===== src/rtl/tdu_pkg.sv =====
// Package for the truncated double unpacker.
// Holds the keep-count constants, register indexes and the keep rule.
// No dependencies.
`timescale 1ns / 1ps

package tdu_pkg;

    localparam int unsigned LimitWidth    = 63;
    localparam int unsigned CountWidth    = 21;
    localparam int unsigned TotalWidth    = 24;
    localparam int unsigned ValueWidth    = 64;
    localparam int unsigned ByteWidth     = 8;
    localparam int unsigned CfgIndexWidth = 1;
    localparam int unsigned CfgDataWidth  = 64;
    localparam int unsigned CompareCount  = 6;

    localparam logic [CfgIndexWidth-1:0] CfgLimitBits  = 1'b0;
    localparam logic [CfgIndexWidth-1:0] CfgValueCount = 1'b1;

    localparam logic [3:0]  KeepShort = 4'd2;
    localparam logic [3:0]  KeepFull  = 4'd8;
    localparam logic [15:0] KLowFull  = 16'd16;
    localparam logic [15:0] KHighFull = 16'd64879;
    localparam logic [15:0] KGapLow   = 16'd32111;
    localparam logic [15:0] KGapHigh  = 16'd32784;

    localparam logic [CountWidth-1:0] CountReset = 21'd1;

    // Kept-byte count of a number from its top 16 bits. Each step raises the
    // magnitude by 256, which adds eight to the binary exponent.
    function automatic logic [3:0] keep_for(input logic [15:0] k,
                                            input logic [LimitWidth-1:0] limit);
        logic [63:0] mag;
        logic [63:0] raised;
        logic        run;
        logic [3:0]  skip;
        mag  = {1'b0, k[14:0], 48'b0};
        run  = 1'b1;
        skip = 4'd0;
        for (int i = 0; i < CompareCount; i++) begin
            raised = mag + ({58'b0, 6'(8 * i)} << 52);
            if (run && (raised < {1'b0, limit})) begin
                skip = skip + 4'd1;
            end
            else begin
                run = 1'b0;
            end
        end
        if (k == 16'd0) begin
            keep_for = KeepShort;
        end
        else if ((k < KLowFull) || (k > KHighFull) || ((k > KGapLow) && (k < KGapHigh))) begin
            keep_for = KeepFull;
        end
        else begin
            keep_for = KeepFull - skip;
        end
    endfunction

endpackage


===== src/rtl/truncated_double_unpacker.sv =====
// The result word appears in the cycle after the last kept byte of a number is accepted.
// One byte per cycle while in_ready is high; the keep count comes from six parallel compares.
// A result waiting in the output register does not stop input while out_ready is high.
// Reset (rst_n, asynchronous, active low) clears the stream position and the block counts,
// sets limit_bits to zero and value_count to one. Configuration is always ready.
`timescale 1ns / 1ps

module truncated_double_unpacker (
    input  logic                                  clk,
    input  logic                                  rst_n,
    input  logic                                  in_valid,
    output logic                                  in_ready,
    input  logic [tdu_pkg::ByteWidth-1:0]         packed_byte,
    output logic                                  out_valid,
    input  logic                                  out_ready,
    output logic [tdu_pkg::ValueWidth-1:0]        value_bits,
    output logic [tdu_pkg::TotalWidth-1:0]        bytes_used,
    output logic                                  last_value,
    input  logic                                  cfg_valid,
    output logic                                  cfg_ready,
    input  logic [tdu_pkg::CfgIndexWidth-1:0]     cfg_index,
    input  logic [tdu_pkg::CfgDataWidth-1:0]      cfg_data
);

    logic [tdu_pkg::LimitWidth-1:0] limit_reg;
    logic [tdu_pkg::CountWidth-1:0] count_reg;
    logic [2:0]                     pos_reg;
    logic [3:0]                     keep_reg;
    logic [tdu_pkg::ValueWidth-1:0] word_reg;
    logic [tdu_pkg::TotalWidth-1:0] total_reg;
    logic [tdu_pkg::CountWidth-1:0] done_reg;
    logic                           out_valid_reg;
    logic [tdu_pkg::ValueWidth-1:0] value_reg;
    logic [tdu_pkg::TotalWidth-1:0] bytes_reg;
    logic                           last_reg;

    logic                           accept;
    logic [tdu_pkg::ValueWidth-1:0] word_next;
    logic [tdu_pkg::TotalWidth-1:0] total_next;
    logic [tdu_pkg::CountWidth-1:0] done_next;
    logic [3:0]                     keep_next;
    logic                           emit;
    logic                           last_next;

    assign in_ready   = !out_valid_reg || out_ready;
    assign accept     = in_valid && in_ready;
    assign cfg_ready  = 1'b1;
    assign out_valid  = out_valid_reg;
    assign value_bits = value_reg;
    assign bytes_used = bytes_reg;
    assign last_value = last_reg;

    always_comb
    begin
        for (int lane = 0; lane < 8; lane++) begin
            if (pos_reg == 3'(lane)) begin
                word_next[63 - 8 * lane -: 8] = packed_byte;
            end
            else if ((pos_reg == 3'd0) || (3'(lane) > pos_reg)) begin
                word_next[63 - 8 * lane -: 8] = 8'd0;
            end
            else begin
                word_next[63 - 8 * lane -: 8] = word_reg[63 - 8 * lane -: 8];
            end
        end
        total_next = total_reg + 1'b1;
        done_next  = done_reg + 1'b1;
        last_next  = (done_next == count_reg);
        keep_next  = (pos_reg == 3'd1) ? tdu_pkg::keep_for(word_next[63:48], limit_reg)
                                       : keep_reg;
        emit       = (pos_reg != 3'd0) && (({1'b0, pos_reg} + 4'd1) >= keep_next);
    end

    always_ff @(posedge clk or negedge rst_n)
    begin
        if (!rst_n) begin
            limit_reg     <= '0;
            count_reg     <= tdu_pkg::CountReset;
            pos_reg       <= '0;
            keep_reg      <= tdu_pkg::KeepFull;
            total_reg     <= '0;
            done_reg      <= '0;
            out_valid_reg <= 1'b0;
        end
        else begin
            if (cfg_valid && cfg_ready) begin
                unique case (cfg_index)
                    tdu_pkg::CfgLimitBits:  limit_reg <= cfg_data[tdu_pkg::LimitWidth-1:0];
                    tdu_pkg::CfgValueCount: count_reg <= cfg_data[tdu_pkg::CountWidth-1:0];
                    default: ;
                endcase
            end
            if (accept) begin
                keep_reg <= keep_next;
                if (emit) begin
                    pos_reg       <= '0;
                    out_valid_reg <= 1'b1;
                    done_reg      <= last_next ? '0 : done_next;
                    total_reg     <= last_next ? '0 : total_next;
                end
                else begin
                    pos_reg   <= pos_reg + 3'd1;
                    total_reg <= total_next;
                    if (out_ready) begin
                        out_valid_reg <= 1'b0;
                    end
                end
            end
            else if (out_ready) begin
                out_valid_reg <= 1'b0;
            end
        end
    end

    always_ff @(posedge clk)
    begin
        if (accept) begin
            word_reg <= word_next;
            if (emit) begin
                value_reg <= word_next;
                bytes_reg <= total_next;
                last_reg  <= last_next;
            end
        end
    end

endmodule


===== config.mk =====
export PLATFORM = sky130hd
export DESIGN_NAME = truncated_double_unpacker
export DESIGN_NICKNAME = d
export VERILOG_FILES = /design/src/rtl/tdu_pkg.sv /design/src/rtl/truncated_double_unpacker.sv
export SDC_FILE = /design/constraint.sdc
export NUM_CORES = 1
export LEC_CHECK = 0
export BUFFER_PORTS_ARGS = -buffer_cell sky130_fd_sc_hd__buf_2
export CORE_ASPECT_RATIO = 1.75
export CORE_UTILIZATION = 50
export CTS_CLUSTER_DIAMETER = 40
export DETAILED_ROUTE_END_ITERATION = 6
export PLACE_DENSITY_LB_ADDON = 0.3
export SLEW_MARGIN = 20
export SYNTH_ARGS = -nofsm -noshare
export SYNTH_HDL_FRONTEND = slang
export SYNTH_SLANG_ARGS = --single-unit

===== constraint.sdc =====
create_clock -name clk -period 18.6 [get_ports clk]
set_input_delay 4.65 -clock clk [delete_from_list [all_inputs] [get_ports clk]]
set_output_delay 4.65 -clock clk [all_outputs]
set_load 0.01 [all_outputs]

==> results of run 1 <==
## logic make-up (layout without fill, tap and decap cells)
logic type	Yosys count	after routing	share of synthesized area, %
simple gates	340	340	12.6
flops	282	282	55.1
compound gates	253	253	12.4
buf+inv	103	278	3.06
xor+xnor	79	79	4.89
mux	72	72	5.73
fa+ha+maj	70	70	6.20
other cells	1	1	0.0265
## metrics by stage
stage / total power [uW] / cell area [um^2] / instances / hold WS [ps] / utilization [%]
finish: 2730 / 16300 / 1748 / 494 / 58.4
global placement: 2130 / 15300 / 1692 / 473 / 54.8
floorplan: 1810 / 14100 / 1200 / 456 / -
detailed placement: 2160 / 15300 / 1692 / 485 / 54.8
CTS: 2760 / 16300 / 1748 / 500 / 58.4
global route: 2930 / 16300 / 1748 / 518 / 58.4
## final cells by class
type / count / area [um^2]
Fill cell: 2355 / 11600
Sequential cell: 282 / 7780
Multi-Input combinational cell: 815 / 5930
Timing Repair Buffer: 178 / 925
Clock buffer: 37 / 830
Tap cell: 373 / 467
Clock inverter: 19 / 170
Inverter: 44 / 166
## cell usage in the layout (no fill, tap or decap), types with 6 or more instances in the layout
cell type  netlist  layout
nor3b_1          6       6
and4_1           6       6
a21o_1          20      20
nor4_1          18      18
edfxtp_1       145     145
mux2_2          71      71
a22oi_1         14      14
nand4_1         14      14
ha_1            70      70
a21oi_1         23      23
nor2_1          38      38
o21ai_0         69      69
and3_1          13      13
nand3_1         25      25
a22o_1          30      30
a31oi_1          8       8
dfrtp_1        135     135
nor2b_1         15      14
a221oi_1         6       6
nor3_1          13      13
buf_4            3      11
inv_1           40      38
clkbuf_16        0      32
xnor2_1         57      57
o31ai_1         16      16
o21ai_1         21      21
and2_1          29      29
buf_2           16     166
nand2_1        127     127
xor2_1          22      22
## worst paths after layout
check                                    start              to  slack [ps]  cells past startpoint
worst max-delay path            packed_byte[0]  value_bits[18]        6200                     29
worst min-delay path               keep_reg[2]     keep_reg[2]         490                      1
worst max register to register      pos_reg[1]  value_bits[18]        8640                     32
worst min register to register     keep_reg[2]     keep_reg[2]         490                      1
max in group asynchronous                rst_n   total_reg[14]       13190                      2
min in group asynchronous                rst_n   limit_reg[32]        4090                      1
## critical path, delay by kind of cell
family,cells,cell delay (ps)
AOI/OAI and AO/OA,12,2610
xor gates and xnor gates,1,240
adders and majority gates,6,1880
buffers and inverters,5,1960
and+or+nand+nor,5,1200
## cell usage after synthesis, types with 14 or more instances
library cell  number
edfxtp_1         145
dfrtp_1          135
nand2_1          127
mux2_2            71
ha_1              70
o21ai_0           69
xnor2_1           57
inv_1             40
nor2_1            38
clkbuf_1          34
a22o_1            30
and2_1            29
nand3_1           25
a21oi_1           23
xor2_1            22
o21ai_1           21
a21o_1            20
nor4_1            18
buf_2             16
o31ai_1           16
nor2b_1           15
a22oi_1           14
nand4_1           14
## metal layers
metal | vias up | global-route usage, % | routed length, um
met5 | - | 0 | 20
met4 | 4 | 12.1 | 1590
met3 | 83 | 2.43 | 1090
met2 | 255 | 42.1 | 17300
met1 | 4795 | 25.5 | 12000
li1 | 4721 | - | -
## where the power goes
| group | leakage (uW) | internal (uW) | switching (uW) |
|---|---|---|---|
| registers | 0.00306 | 889 | 91.6 |
| logic | 0.00320 | 446 | 723 |
| clock network | 0.000481 | 326 | 259 |
| total | 0.00674 | 1660 | 1070 |
==> summary.txt, run 1 <==
Finish
  – Ant diodes: 0
  – Share of cells above drive strength 1: 23.9%
  – Max reg flops: 64
  – P&R area growth vs syn: 15.1%
  – Fin nets: 1499

Die
  – Ports: 170
  – Core Footprint: 27900 um^2
  – Die Ht: 224 um
  – Chip Width: 129 um
  – Rows: 81
  – Die area: 29000 um^2
  – Initial Util: 50.7%

Routing
  – Starting DRT DRC Count: 524
  – DR vias: 9858
  – Vias/cell: 5.64
  – Post-route ant nets: 0
  – Drt total wl: 32000 um
  – Drc violations: 0
  – Routed WL per cell: 18.3 um
  – Drt first pass iters: 7

Synthesis
  – Netlist cell types: 83
  – Synth warn: 0
  – Top-area cell type share of the netlist area: 30.8%
  – Cells after synthesis: 1200
  – Mapped Avg Cell Area: 11.8 um^2
  – Async S/R FF share, synth: 48.6%
  – Post-synthesis net count: 1348
  – Post-synth EDFFs: 145
  – Synth top area cells: edfxtp_1, dfrtp_1, ha_1
  – Seq/Total Area, Yosys: 55.1%
  – Yosys top cell by area: edfxtp_1
  – Synth Register Bits: 282
  – Most used flip-flop cell after synthesis: edfxtp_1
  – Synth Cell Area: 14100 um^2

Clock network
  – Cts-stage hold buffer count: 0
  – H-Tree Depth: 1
  – Post-CTS sizing: 0
  – CTS tree: done
  – Latest clock arrival within the worst-skew pair: 570 ps
  – Clk root buf: clkbuf_16
  – Post-CTS Setup Repair Bufs: 0
  – Reg clk slew, reported paths: 70 ps
  – Max Root-Sink Buffers: 3
  – TritonCTS Buffers: 30
  – CTS Sinks: 282

Global routing
  – Vias in the first global route: 9871
  – First-pass GRT wire length: 51500 um
  – Tot GR Track Use: 22.9%
  – GRT overflow: 0
  – Initial antenna violation count: 2
  – Largest net degree at the start of global routing: 79

Critical path
  – Crit start category: input port
  – Critical Path AT: 12580 ps
  – CP Capture Type: flip-flop
  – CP peak stage delay: 670 ps
  – Crit-path most repeated cell: ha_1
  – Max Fanout on Critical Path: 54
  – Critical path's slowest cell: buf_4
  – Worst Path Class, Setup: in2reg
  – Worst Path Required: 18780 ps

STA
  – Slew Limit Fails: 0
  – Setup TNS: 0 ps
  – RSZ-0062 raised after global routing: no
  – Final Hold Vio Count: 0
  – Worst-margin pin slew: 953 ps
  – Final worst slack: 6200 ps
  – Final setup viols: 0
  – Max-Slew Margin vs Limit: 36.4%
  – Final Critical Period: 12400 ps
  – Fmax: 80.7 MHz
  – Clk_skew: 23.3 ps
  – Period utilization: 66.7%

Flow run
  – Max-Cap Viols: 0

Place
  – Hpwl dp: 23200 um
  – Place WS: 5750 ps
  – I/O Buffers: 167
  – RD Place Congestion: 0.931

Worst hold path
  – Hold Crit Class: reg2reg

Run status
  – Run status: finished clean

Power
  – Leakage Power: 0.00674 uW
  – Pwr dens: 168 nW/um^2
  – Max VDD drop: 99.0 uV
Power figures use the tool's default switching activity.
==> inputs of run 2 (changes only) <==
--- a/config.mk
+++ b/config.mk
@@ -5,6 +5,7 @@
 export SDC_FILE = /design/constraint.sdc
 export NUM_CORES = 1
 export LEC_CHECK = 0
+export ABC_AREA = 1
 export BUFFER_PORTS_ARGS = -buffer_cell sky130_fd_sc_hd__buf_2
 export CORE_ASPECT_RATIO = 1.75
 export CORE_UTILIZATION = 50
==> constraint.sdc (replaced) <==
create_clock -name clk -period 12.18 [get_ports clk]
set_input_delay 3.045 -clock clk [delete_from_list [all_inputs] [get_ports clk]]
set_output_delay 3.045 -clock clk [all_outputs]
set_load 0.01 [all_outputs]
==> run 2 against run 1 <==
Against the previous run:
- synthesized cell count up 23%
- via count up 6.9%
- register-to-register slack worse by 5000 ps
- first-iteration DRC count up 8.8%
- cell area up 1.5%
- critical path type unchanged
- largest power group unchanged
==> summary.txt, run 2 <==
Critical path
  – Worst Path Class, Setup: in2reg
  – Worst Path Required: 12610 ps (-6170 ps)
  – Max Fanout on Critical Path: 16 (-70%)
  – Crit start category: input port
  – CP Capture Type: flip-flop
  – Critical Path AT: 10120 ps (-2460 ps)
  – Critical path's slowest cell: o21ai_0
  – Crit-path most repeated cell: nand2_1
  – Reg2Reg Setup Slack: 3690 ps (-4950 ps)
  – CP peak stage delay: 770 ps (+100 ps)

Die
  – Ports: 170 (unchanged)
  – Initial Util: 50.9% (+0.14 points)
  – Core Footprint: 28000 um^2 (+0.36%)
  – Chip Width: 130 um (+0.31%)
  – Die Ht: 225 um (+0.32%)
  – Rows: 81 (unchanged)
  – Die area: 29200 um^2 (+0.63%)

Synthesis
  – Simple-gate share of the synthesized area: 17.6% (+5.1 points)
  – Post-synth top cells: nand2_1, inv_1, edfxtp_1
  – Netlist cell types: 53 (-36%)
  – Top-area cell type share of the netlist area: 30.6% (-0.20 points)
  – Largest family of logic cells by synthesized area: simple AND/OR/NAND/NOR gates
  – Most used flip-flop cell after synthesis: edfxtp_1
  – Synth warn: 0 (unchanged)
  – Mapped Avg Cell Area: 9.63 um^2 (-18%)
  – Seq/Total Area, Yosys: 54.7% (-0.35 points)
  – Cells after synthesis: 1477 (+23%)
  – Adder-cell share of the synthesized area: 6.16% (-0.039 points)
  – Synth Register Bits: 282 (unchanged)
  – Most instantiated library cell after synthesis: nand2_1
  – Post-synthesis compound-gate area fraction: 8.93% (-3.5 points)
  – Post-synthesis net count: 1625 (+21%)
  – Synth Area in XOR/XNOR: 4.18% (-0.72 points)
  – Yosys top cell by area: edfxtp_1
  – Synth top area cells: edfxtp_1, dfrtp_1, nand2_1
  – Post-synth EDFFs: 145 (unchanged)
  – Async S/R FF share, synth: 48.6% (unchanged)
  – Mux share of post-synthesis cell area: 2.14% (-3.6 points)
  – Synth Cell Area: 14200 um^2 (+0.64%)

Finish
  – P&R area growth vs syn: 16.1%
  – Fillers: 2478 (+5.2%)
  – Area of the multi-input gates: 5580 um^2 (-5.9%)
  – Most common cell after layout, fill and taps aside: nand2_1
  – Fin nets: 1796 (+20%)
  – Max reg flops: 64 (unchanged)
  – Share of cells above drive strength 1: 17.6% (-6.3 points)
  – Ant diodes: 0 (unchanged)
  – Flip-flop and latch area: 7780 um^2 (unchanged)
  – Final Util: 59.1% (+0.68 points)
  – Most frequent cells in the layout: nand2_1, inv_1, buf_2
  – Design Area, Final: 16500 um^2 (+1.5%)

Power
  – Comb power frac: 42.7% (about the same)
  – Pint: 2600 uW (+57%)
  – Clock power share: 22.1% (+0.7 points)
  – Psw: 1750 uW (+63%)
  – Leakage Power: 0.00767 uW (+14%)
  – Pwr dens: 263 nW/um^2 (+57%)
  – Switching Share: 40.3% (+1.0 points)
  – Max VDD drop: 208 uV (+110%)
  – Final Total Pwr: 4350 uW (+59%)
  – Seq pwr share: 35.2% (-0.6 points)

STA
  – Final Critical Period: 9690 ps
  – Final worst slack: 2490 ps (-3720 ps)
  – Final Hold Vio Count: 0 (unchanged)
  – Worst-margin pin slew: 1000 ps (+48.6 ps)
  – Max-Slew Margin vs Limit: 32.5% (-3.9 points)
  – RSZ-0062 raised after global routing: no
  – Fmax: 103 MHz
  – Clk_skew: 11.9 ps (-11.4 ps)
  – Period utilization: 79.6%
  – Slew Limit Fails: 0 (unchanged)
  – Final setup viols: 0 (unchanged)
  – Setup TNS: 0 ps (unchanged)

Place
  – Hpwl dp: 22100 um (-4.6%)
  – RD Place Congestion: 0.903 (-3.0%)
  – I/O Buffers: 167 (unchanged)
  – Place WS: 1840 ps (-3910 ps)
  – DP Area: 15500 um^2 (+1.2%)

Clock network
  – Clk root buf: clkbuf_16
  – Reg clk slew, reported paths: 70 ps (about the same)
  – Max Root-Sink Buffers: 3 (unchanged)
  – CTS tree: done
  – CTS Sinks: 282 (unchanged)
  – Cts-stage hold buffer count: 0 (unchanged)
  – Latest clock arrival within the worst-skew pair: 570 ps (about the same)
  – Post-CTS Setup Repair Bufs: 0 (unchanged)
  – H-Tree Depth: 1 (unchanged)
  – Post-CTS sizing: 0 (unchanged)
  – TritonCTS Buffers: 30 (unchanged)

Global routing
  – Largest net degree at the start of global routing: 103 (+30%)
  – First-pass GRT wire length: 49900 um (-3.2%)
  – Vias in the first global route: 10300 (+4.7%)
  – GRT overflow: 0 (unchanged)
  – Tot GR Track Use: 21.7% (-1.2 points)
  – Initial antenna violation count: 0 (-2)

Run status
  – Run status: finished clean

Flow run
  – Max-Cap Viols: 0 (unchanged)

Routing
  – DR vias: 10500 (+6.9%)
  – Drt total wl: 30600 um (-4.6%)
  – Drt first pass iters: 5 (-2)
  – Vias/cell: 5.15 (-8.6%)
  – Post-route ant nets: 0 (unchanged)
  – Routed WL per cell: 14.9 um (-18%)
  – Starting DRT DRC Count: 570 (+8.8%)
  – Drc violations: 0 (unchanged)

Worst hold path
  – Hold Crit Class: reg2reg
run 2: worst paths after layout:
| kind | cells after the start | endpoint | from |
|---|---|---|---|
| max reg2reg | 48 | done_reg[12] | pos_reg[0] |
| max | 44 | done_reg[12] | packed_byte[7] |
| min reg2reg | 2 | keep_reg[3] | keep_reg[3] |
| min in group asynchronous | 1 | limit_reg[1] | rst_n |
| max in group asynchronous | 2 | done_reg[19] | rst_n |
| min | 2 | keep_reg[3] | keep_reg[3] |
run 2: layout make-up:
cell class	count	share of cell area, %
Multi-Input combinational cell	965	33.7
Timing Repair Buffer	172	5.40
Clock inverter	23	1.80
Inverter	197	4.48
Clock buffer	33	4.61
Tap cell	373	2.83
Sequential cell	282	47.1
run 2: per-stage QoR:
step	std cells	hold slack, ps
finish	2045	472
global route	2045	514
CTS	2045	477
detailed placement	1989	468
global placement	1989	458
floorplan	1477	448
run 2: worst max-delay path: cells and delay by family:
| kind | cells | cell delay, ps |
|---|---|---|
| AO/OA/AOI/OAI | 9 | 2090 |
| AND/OR/NAND/NOR | 17 | 1480 |
| XOR/XNOR | 1 | 210 |
| buffers and inverters | 11 | 1450 |
| adder cells (fa/ha/maj) | 6 | 1840 |
run 2: cell families (layout without fill, tap and decap cells):
| logic type | Yosys count | in the layout |
|---|---|---|
| DFF | 282 | 282 |
| adders and majority gates | 70 | 70 |
| other | 1 | 1 |
| and+or+nand+nor | 575 | 575 |
| muxes | 27 | 27 |
| xor gates and xnor gates | 67 | 67 |
| buffers and inverters | 230 | 425 |
| AOI/OAI and AO/OA | 225 | 225 |
run 2: metal layers:
layer / share of wire [%] / up-vias / global-route usage, % / wire length, um
li1: - / 5268 / - / -
met2: 53 / 252 / 39.3 / 16100
met3: 4.5 / 80 / 3.40 / 1360
met1: 39 / 4937 / 25.1 / 12000
met5: 0 / - / 0 / 0
met4: 3.6 / 0 / 9.19 / 1110
run 2: power groups by stage:
stage               clock network, uW  logic, uW  registers [uW]
floorplan                           0       1230            1640
global placement                    0       1810            1540
detailed placement                  0       1860            1550
CTS                               979       1870            1540
global route                     1020       2120            1560
finish                            960       1860            1530
